### src/hw/rtl/bbp_pkg.sv
package bbp_pkg;

    localparam int DATA_W    = 8;
    localparam int ORDER_W   = 64;
    localparam int ENTRY_W   = 4;
    localparam int ENTRY_N   = ORDER_W / ENTRY_W;
    localparam int CMP_W     = ENTRY_W + 1;
    localparam int CFG_IDX_W = 1;

    localparam logic                DIRECTION_RST = 1'b0;
    localparam logic [ORDER_W-1:0]  ORDER_RST     = 64'hFEDC_BA98_7654_3210;

    // configuration register indexes
    localparam logic [CFG_IDX_W-1:0] REG_DIRECTION   = 1'b0;
    localparam logic [CFG_IDX_W-1:0] REG_BLOCK_ORDER = 1'b1;

    typedef enum logic [1:0] {
        S_IDLE,
        S_SCAN,
        S_FIX,
        S_EMIT
    } bbp_state_t;

    typedef struct packed {
        logic load;
        logic scan;
        logic fix;
        logic emit;
    } bbp_cmd_t;

    typedef struct packed {
        logic trigger;
        logic scan_last;
        logic emit_last;
    } bbp_status_t;

endpackage

### src/hw/rtl/bbp_ctrl.sv
module bbp_ctrl (
    input  logic                 clk,
    input  logic                 rst_n,
    input  logic                 start,
    input  bbp_pkg::bbp_status_t status,
    output logic                 busy,
    output bbp_pkg::bbp_cmd_t    cmd
);
    import bbp_pkg::*;

    bbp_state_t state_reg;
    bbp_state_t state_next;

    always_ff @(posedge clk or negedge rst_n)
    begin
        if (!rst_n)
        begin
            state_reg <= S_IDLE;
        end
        else
        begin
            state_reg <= state_next;
        end
    end

    always_comb
    begin
        state_next = state_reg;
        case (state_reg)
            S_IDLE:
            begin
                if (start && status.trigger)
                begin
                    state_next = S_SCAN;
                end
            end
            S_SCAN:
            begin
                if (status.scan_last)
                begin
                    state_next = S_FIX;
                end
            end
            S_FIX:
            begin
                state_next = S_EMIT;
            end
            S_EMIT:
            begin
                if (status.emit_last)
                begin
                    state_next = S_IDLE;
                end
            end
            default:
            begin
                state_next = S_IDLE;
            end
        endcase
    end

    always_comb
    begin
        busy = 1'b1;
        cmd  = '0;
        case (state_reg)
            S_IDLE:
            begin
                busy     = 1'b0;
                cmd.load = start;
            end
            S_SCAN:
            begin
                cmd.scan = 1'b1;
            end
            S_FIX:
            begin
                cmd.fix = 1'b1;
            end
            S_EMIT:
            begin
                cmd.emit = 1'b1;
            end
            default:
            begin
                busy = 1'b1;
            end
        endcase
    end

    a_scan_to_fix: assert property (@(posedge clk) disable iff (!rst_n)
        (state_reg == S_SCAN && status.scan_last) |=> (state_reg == S_FIX))
        else $error("scan end did not move to fixup");

    a_fix_to_emit: assert property (@(posedge clk) disable iff (!rst_n)
        (state_reg == S_FIX) |=> (state_reg == S_EMIT))
        else $error("fixup did not move to emission");

    a_cmd_onehot: assert property (@(posedge clk) disable iff (!rst_n)
        $onehot0({cmd.load, cmd.scan, cmd.fix, cmd.emit}))
        else $error("more than one datapath command active");

endmodule

### src/hw/rtl/bbp_datapath.sv
module bbp_datapath #(
    parameter int BLOCK_LEN = 16
) (
    input  logic                            clk,
    input  logic                            rst_n,
    input  bbp_pkg::bbp_cmd_t               cmd,
    output bbp_pkg::bbp_status_t            status,
    input  logic [bbp_pkg::DATA_W-1:0]      data_byte,
    input  logic                            final_byte,
    input  logic                            cfg_we,
    input  logic [bbp_pkg::CFG_IDX_W-1:0]   cfg_index,
    input  logic [bbp_pkg::ORDER_W-1:0]     cfg_data,
    output logic                            out_valid,
    output logic [bbp_pkg::DATA_W-1:0]      out_byte,
    output logic                            out_last
);
    import bbp_pkg::*;

    localparam int IDX_W = $clog2(BLOCK_LEN);
    localparam int CNT_W = $clog2(BLOCK_LEN + 1);

    // entry value modulo the block length, for every 4-bit entry
    function automatic logic [ENTRY_N*IDX_W-1:0] mod_table();
        logic [ENTRY_N*IDX_W-1:0] t;
        t = '0;
        for (int v = 0; v < ENTRY_N; v++)
        begin
            t[v*IDX_W +: IDX_W] = IDX_W'(v % BLOCK_LEN);
        end
        return t;
    endfunction

    localparam logic [ENTRY_N*IDX_W-1:0] MOD_TAB = mod_table();

    logic                direction_reg;
    logic                direction_next;
    logic [ORDER_W-1:0]  order_reg;
    logic [ORDER_W-1:0]  order_next;
    logic [CNT_W-1:0]    fill_reg;
    logic [CNT_W-1:0]    fill_next;
    logic [CNT_W-1:0]    len_reg;
    logic [CNT_W-1:0]    len_next;
    logic                fin_reg;
    logic                fin_next;
    logic [IDX_W-1:0]    i_reg;
    logic [IDX_W-1:0]    i_next;
    logic [CNT_W-1:0]    j_reg;
    logic [CNT_W-1:0]    j_next;
    logic [IDX_W-1:0]    k_reg;
    logic [IDX_W-1:0]    k_next;
    logic                out_valid_reg;
    logic                out_valid_next;
    logic [DATA_W-1:0]   out_byte_reg;
    logic                out_last_reg;
    logic                out_last_next;

    logic [DATA_W-1:0]   buffer_reg [BLOCK_LEN];
    logic [IDX_W-1:0]    map_reg    [BLOCK_LEN];

    logic [ENTRY_W-1:0]  entry;
    logic                entry_small;
    logic                full;
    logic                j_lt_len;
    logic                map_clear;
    logic                map_we;
    logic [IDX_W-1:0]    map_addr;
    logic [IDX_W-1:0]    map_wdata;
    logic [IDX_W-1:0]    src;
    logic [IDX_W-1:0]    src_sel;

    assign entry       = order_reg[ENTRY_W*i_reg +: ENTRY_W];
    assign entry_small = CMP_W'(entry) < CMP_W'(len_reg);
    assign full        = (len_reg == CNT_W'(BLOCK_LEN));
    assign j_lt_len    = (j_reg < len_reg);

    assign status.trigger   = final_byte || (fill_reg == CNT_W'(BLOCK_LEN - 1));
    assign status.scan_last = (i_reg == IDX_W'(BLOCK_LEN - 1));
    assign status.emit_last = (CNT_W'(k_reg) + CNT_W'(1) == len_reg);

    // configuration
    always_comb
    begin
        direction_next = direction_reg;
        order_next     = order_reg;
        if (cfg_we)
        begin
            case (cfg_index)
                REG_DIRECTION:   direction_next = cfg_data[0];
                REG_BLOCK_ORDER: order_next     = cfg_data;
                default:         order_next     = order_reg;
            endcase
        end
    end

    // counters
    always_comb
    begin
        fill_next = fill_reg;
        len_next  = len_reg;
        fin_next  = fin_reg;
        i_next    = i_reg;
        j_next    = j_reg;
        k_next    = k_reg;
        if (cmd.load)
        begin
            if (status.trigger)
            begin
                fill_next = '0;
                len_next  = fill_reg + CNT_W'(1);
                fin_next  = final_byte;
                i_next    = '0;
                j_next    = '0;
                k_next    = '0;
            end
            else
            begin
                fill_next = fill_reg + CNT_W'(1);
            end
        end
        if (cmd.scan)
        begin
            i_next = i_reg + IDX_W'(1);
            if (!full && entry_small && j_lt_len)
            begin
                j_next = j_reg + CNT_W'(1);
            end
        end
        if (cmd.emit)
        begin
            k_next = k_reg + IDX_W'(1);
        end
    end

    // mapping table: out position k reads buffer[map[k]]
    always_comb
    begin
        map_clear = cmd.load && status.trigger;
        map_we    = 1'b0;
        map_addr  = '0;
        map_wdata = '0;
        if (cmd.scan)
        begin
            if (full)
            begin
                if (!direction_reg)
                begin
                    map_we    = 1'b1;
                    map_addr  = i_reg;
                    map_wdata = MOD_TAB[IDX_W*entry +: IDX_W];
                end
                else if (entry_small)
                begin
                    map_we    = 1'b1;
                    map_addr  = entry[IDX_W-1:0];
                    map_wdata = i_reg;
                end
            end
            else if (entry_small && j_lt_len)
            begin
                map_we = 1'b1;
                if (!direction_reg)
                begin
                    map_addr  = j_reg[IDX_W-1:0];
                    map_wdata = entry[IDX_W-1:0];
                end
                else
                begin
                    map_addr  = entry[IDX_W-1:0];
                    map_wdata = j_reg[IDX_W-1:0];
                end
            end
        end
        // missing tail slots are zero, so the last one owns inverse entry zero
        if (cmd.fix && !full && direction_reg && j_lt_len)
        begin
            map_we    = 1'b1;
            map_addr  = '0;
            map_wdata = IDX_W'(len_reg - CNT_W'(1));
        end
    end

    always_ff @(posedge clk)
    begin
        if (map_clear)
        begin
            for (int m = 0; m < BLOCK_LEN; m++)
            begin
                map_reg[m] <= '0;
            end
        end
        else if (map_we)
        begin
            map_reg[map_addr] <= map_wdata;
        end
    end

    always_ff @(posedge clk)
    begin
        if (cmd.load)
        begin
            buffer_reg[fill_reg[IDX_W-1:0]] <= data_byte;
        end
    end

    // emission
    assign src     = map_reg[k_reg];
    assign src_sel = (CNT_W'(src) < len_reg) ? src : '0;

    always_comb
    begin
        out_valid_next = cmd.emit;
        out_last_next  = 1'b0;
        if (cmd.emit)
        begin
            out_last_next = fin_reg && status.emit_last;
        end
    end

    always_ff @(posedge clk or negedge rst_n)
    begin
        if (!rst_n)
        begin
            direction_reg <= DIRECTION_RST;
            order_reg     <= ORDER_RST;
            fill_reg      <= '0;
            len_reg       <= '0;
            fin_reg       <= 1'b0;
            i_reg         <= '0;
            j_reg         <= '0;
            k_reg         <= '0;
            out_valid_reg <= 1'b0;
            out_last_reg  <= 1'b0;
        end
        else
        begin
            direction_reg <= direction_next;
            order_reg     <= order_next;
            fill_reg      <= fill_next;
            len_reg       <= len_next;
            fin_reg       <= fin_next;
            i_reg         <= i_next;
            j_reg         <= j_next;
            k_reg         <= k_next;
            out_valid_reg <= out_valid_next;
            out_last_reg  <= out_last_next;
        end
    end

    // read the buffer through the output register
    always_ff @(posedge clk)
    begin
        if (cmd.emit)
        begin
            out_byte_reg <= buffer_reg[src_sel];
        end
    end

    assign out_valid = out_valid_reg;
    assign out_byte  = out_byte_reg;
    assign out_last  = out_last_reg;

    a_fill_in_range: assert property (@(posedge clk) disable iff (!rst_n)
        fill_reg < CNT_W'(BLOCK_LEN))
        else $error("fill count reached a full block without emission");

    a_emit_in_run: assert property (@(posedge clk) disable iff (!rst_n)
        cmd.emit |-> (CNT_W'(k_reg) < len_reg))
        else $error("emission past the end of the run");

    a_last_marked_valid: assert property (@(posedge clk) disable iff (!rst_n)
        out_last_reg |-> (out_valid_reg && $past(fin_reg)))
        else $error("last marker without a final run");

endmodule

### src/hw/rtl/block_byte_permuter_top.sv
// Block byte permuter. Bytes go in one per start pulse and fill a buffer of BLOCK_LEN
// bytes; a full block, or a shorter tail closed by final_byte, leaves reordered by the
// block_order table (direction 1 applies its inverse). A byte that does not close a
// block leaves busy low. A closing byte keeps busy high while the sequencer walks
// block_order one table entry at a time and builds the byte map, runs a fixup step,
// then sends out one result per cycle through the single buffer read port, marked by
// out_valid. Results cannot be held off. Configuration writes are always taken
// (cfg_ready is high) and must only be issued while busy is low and no run is being
// emitted.
module block_byte_permuter_top #(
    parameter int BLOCK_LEN = 16
) (
    input  logic                            clk,
    input  logic                            rst_n,
    input  logic                            start,
    output logic                            busy,
    input  logic [bbp_pkg::DATA_W-1:0]      data_byte,
    input  logic                            final_byte,
    output logic                            out_valid,
    output logic [bbp_pkg::DATA_W-1:0]      out_byte,
    output logic                            out_last,
    input  logic                            cfg_valid,
    output logic                            cfg_ready,
    input  logic [bbp_pkg::CFG_IDX_W-1:0]   cfg_index,
    input  logic [bbp_pkg::ORDER_W-1:0]     cfg_data
);
    import bbp_pkg::*;

    bbp_cmd_t    cmd;
    bbp_status_t status;

    assign cfg_ready = 1'b1;

    bbp_ctrl u_ctrl (
        .clk    (clk),
        .rst_n  (rst_n),
        .start  (start),
        .status (status),
        .busy   (busy),
        .cmd    (cmd)
    );

    bbp_datapath #(
        .BLOCK_LEN (BLOCK_LEN)
    ) u_datapath (
        .clk        (clk),
        .rst_n      (rst_n),
        .cmd        (cmd),
        .status     (status),
        .data_byte  (data_byte),
        .final_byte (final_byte),
        .cfg_we     (cfg_valid && cfg_ready),
        .cfg_index  (cfg_index),
        .cfg_data   (cfg_data),
        .out_valid  (out_valid),
        .out_byte   (out_byte),
        .out_last   (out_last)
    );

endmodule

### config.mk
export PLATFORM = sky130hd
export DESIGN_NAME = block_byte_permuter_top
export DESIGN_NICKNAME = d
export VERILOG_FILES = /design/src/hw/rtl/bbp_pkg.sv /design/src/hw/rtl/bbp_ctrl.sv /design/src/hw/rtl/bbp_datapath.sv /design/src/hw/rtl/block_byte_permuter_top.sv
export SDC_FILE = /design/constraint.sdc
export NUM_CORES = 1
export LEC_CHECK = 0
export BUFFER_PORTS_ARGS = -buffer_cell sky130_fd_sc_hd__buf_4
export CAP_MARGIN = 20
export CELL_PAD_IN_SITES_DETAIL_PLACEMENT = 0
export CELL_PAD_IN_SITES_GLOBAL_PLACEMENT = 1
export CORE_MARGIN = 5
export CORE_UTILIZATION = 30
export DETAILED_ROUTE_END_ITERATION = 7
export GPL_TIMING_DRIVEN = 0
export PLACE_DENSITY = 0.54
export SLEW_MARGIN = 20
export SYNTH_ARGS = -nofsm -noshare
export SYNTH_HDL_FRONTEND = slang
export SYNTH_SLANG_ARGS = --single-unit
### constraint.sdc
create_clock -name clk -period 6.2 [get_ports clk]
set_clock_uncertainty 0.15 [all_clocks]
set_input_delay 1.24 -clock clk [delete_from_list [all_inputs] [get_ports clk]]
set_output_delay 1.24 -clock clk [all_outputs]
set_load 0.03 [all_outputs]
==> summary.txt <==
STA
  • Final setup TNS: 0 ns
  • Slew margin rel.: 27.42%
  • Tmin final: 5.687 ns
  • Slew of the pin with the lowest slew margin: 1.089 ns
  • Final Cycle Share: 91.73%
  • Peak Freq: 175.8 MHz
  • Hold Vio Cnt, Final: 0
  • Final setup fails: 0
  • RSZ-0062 raised after global routing: no
  • Max Slew Vio Count: 0

Synth
  • Post-Synthesis Cell Area: 13900 µm²
  • Synth warn: 0
  • Post-synth EDFFs: 200
  • Synth Instances: 1019
  • Register area share after synthesis: 60.25%
  • Ys flop type: edfxtp_1
  • Asr flop ratio synth: 31.74%
  • Syn Area/Cell: 13.64 µm²
  • Synth Register Bits: 293
  • Synth cell types: 73
  • Syn_nets: 1122

Floorplanning
  • Row count: 78
  • Core area: 45580 µm²
  • Io pins: 90
  • Die height: 225.2 µm
  • Initial cell density of the core: 30.49%
  • Die area: 50730 µm²
  • Die Wd: 225.2 µm

CTS
  • CTS resizes: 0
  • Clock latency on the worst-skew pair: 0.55 ns
  • H-tree depth: 2
  • Sink Count: 293
  • Cts bufs inserted: 36
  • Hold_buf cts: 0
  • Clk root buf: clkbuf_16
  • CTS tree: built
  • CTS Buffer Depth: 3
  • Clk slew on worst S/H paths: 0.05 ns
  • Post-CTS setup buffers: 0

Detailed routing
  • Detailed Route Iter0 Violations: 566
  • Drt pass-1 iters: 5
  • DR vias/cell: 5.085
  • DR DRC count: 0
  • Avg WL per Cell: 21.71 µm
  • Via count: 9001
  • Post-Route WL: 38420 µm
  • ANT nets after route: 0

Placement
  • IO Port Bufs: 88
  • Final Wtd Congestion: 0.7711
  • HPWL Detailed: 26930 µm

Finish
  • Nets@finish: 1249
  • Area Overhead vs Synth: 18.51%
  • Most common library cell in the layout ignoring fill and taps: edfxtp_1
  • Layout cells sized above 1: 28.55%
  • Most frequent cells in the layout: 200 x edfxtp_1, 96 x a211oi_1, 90 x buf_4
  • Max reg flops: 128
  • N_diodes: 0

Worst hold path
  • Min-Delay Endpoint: u_datapath.order_reg[10]
  • Worst hold path class: flip-flop to flip-flop
  • Hold wc startpoint: u_datapath.order_reg[10]
  • Hold Crit Depth: 1

Global route
  • Vias in the first global route: 9293
  • Initial antenna violation count: 3
  • GRT Overall Usage: 15.10%
  • Global-route wire length before repair: 58290 µm
  • GRT Residual Overflow: 0
  • Largest net degree at the start of global routing: 94

Critical path
  • Reg2reg path depth: 13
  • R2R Path End: u_datapath.map_reg[11][0]
  • CP endpoint kind: flip-flop
  • Crit-path cells: clkbuf_1 > buf_1 > mux4_2 > mux4_2 > ha_1 > a21o_1 > a211oi_1 > a22o_4 > o211ai_1 > a311oi_1 > nand3_1 > clkbuf_1 > o21ai_0
  • Crit path max fanout: 10
  • Worst path max stage delay: 0.63 ns
  • CP max-delay cell: buf_1
  • R2r startpoint: u_datapath.i_reg[1]
  • Critical path class: flip-flop to flip-flop
  • CP Data Arrival Time: 5.70 ns
  • Critical Path RT: 6.22 ns
  • FF-to-FF setup slack: 0.51 ns
  • CP Launch Type: flip-flop

Outcome
  • Outcome: complete, no violations

Job
  • Max-cap check violation count: 0

Pwr
  • Maximum VDD drop: 238.8 µV
  • Pwr dens: 536.6 nW/µm²
  • Pwr Total: 8.837 mW
  • Lkg Pwr: 5.908 nW
-- kinds of logic after synthesis --
kind of cell	after synthesis	synth area share (%)
compound gates	270	13.92
xor+xnor	11	0.6932
fa+ha+maj	25	2.251
buf+inv	108	3.745
flops	293	60.25
mux	133	12.62
other cells	1	0.02698
simple gates	178	6.492
-- where the power goes --
part / leakage, nW / switching [mW] / internal, mW / total, mW
Combinational: 2.43 / 2.70 / 1.49 / 4.19
Sequential: 2.92 / 0.145 / 2.44 / 2.58
Clock: 0.555 / 0.824 / 1.24 / 2.06
Total: 5.91 / 3.67 / 5.17 / 8.84
-- cell usage after synthesis (all sizes together), types with 6 or more instances --
| cell type | n | area [µm²] |
|---|---|---|
| edfxtp | 200 | 6006 |
| a211oi | 98 | 745.7 |
| o21ai | 96 | 484.2 |
| mux2 | 65 | 732.0 |
| dfrtp | 61 | 1526 |
| nand2 | 51 | 206.5 |
| mux2i | 41 | 410.4 |
| buf | 37 | 249.0 |
| inv | 36 | 135.1 |
| nand3 | 36 | 192.7 |
| clkbuf | 35 | 136.4 |
| dfstp | 32 | 840.8 |
| nor2 | 32 | 125.1 |
| mux4 | 27 | 611.8 |
| ha | 25 | 312.8 |
| a21oi | 23 | 145.1 |
| and3 | 21 | 131.4 |
| or4 | 9 | 67.56 |
| nand2b | 7 | 43.79 |
| o221ai | 7 | 110.1 |
| nor3 | 6 | 30.03 |
| o211ai | 6 | 55.05 |
| xor2 | 6 | 52.55 |
-- how the worst max path moves through the flow --
| stage | to | slack [ns] | cells after the start | startpoint |
|---|---|---|---|---|
| 2_1_floorplan | u_datapath.map_reg[15][0] | 1.75 | 13 | u_datapath.i_reg[1] |
| 3_3_place_gp | u_datapath.map_reg[11][0] | 0.40 | 13 | u_datapath.i_reg[1] |
| 3_5_place_dp | u_datapath.map_reg[4][1] | 0.38 | 13 | u_datapath.i_reg[1] |
| 4_1_cts | u_datapath.map_reg[4][1] | 0.40 | 13 | u_datapath.i_reg[1] |
| 5_1_grt | u_datapath.map_reg[5][0] | 0.16 | 13 | u_datapath.i_reg[1] |
| 6_report | u_datapath.map_reg[11][0] | 0.51 | 13 | u_datapath.i_reg[1] |
-- routing by layer --
layer  part of all wire, %  GRT usage [%]  vias up  wire (µm)
li1                      -              -     4208          -
met1                    46          21.35     4479      17550
met2                    45          23.35      252      17410
met3                   6.9          3.973       58       2640
met4                   2.1          3.709        4        790
met5                 0.070              0        -         27
-- critical path, delay by kind of cell (launching register included) --
| family | cells | cell delay, ns |
|---|---|---|
| simple gates | 1 | 0.17 |
| compound gates | 6 | 1.91 |
| fa+ha+maj | 1 | 0.34 |
| mux | 2 | 1.01 |
| flops | 1 | 0.34 |
| buf+inv | 3 | 1.40 |
-- cell type report --
type	instances	area (µm²)
fillers	4412	29110
multi-input cells	618	5024
repair buffers	89	671.9
clock inverters	15	187.7
inverters	36	135.1
clock buffers	47	942.2
well taps	600	750.7
plain buffers	72	385.4
flip-flops and latches	293	8373
-- through the flow --
stage          util [%]  instances  setup WS, ns  hold slack, ns  instance area (µm²)
2_1_floorplan         -       1019         1.748          0.3085                13900
3_3_place_gp      33.59       1707        0.4001          0.3331                15310
3_5_place_dp      33.66       1708        0.3829          0.3430                15340
4_1_cts           36.14       1770        0.3972          0.3567                16470
5_1_grt           36.14       1770        0.1624          0.3727                16470
6_report          36.14       1770        0.5127          0.3516                16470
(Power assumes the default switching activity.)
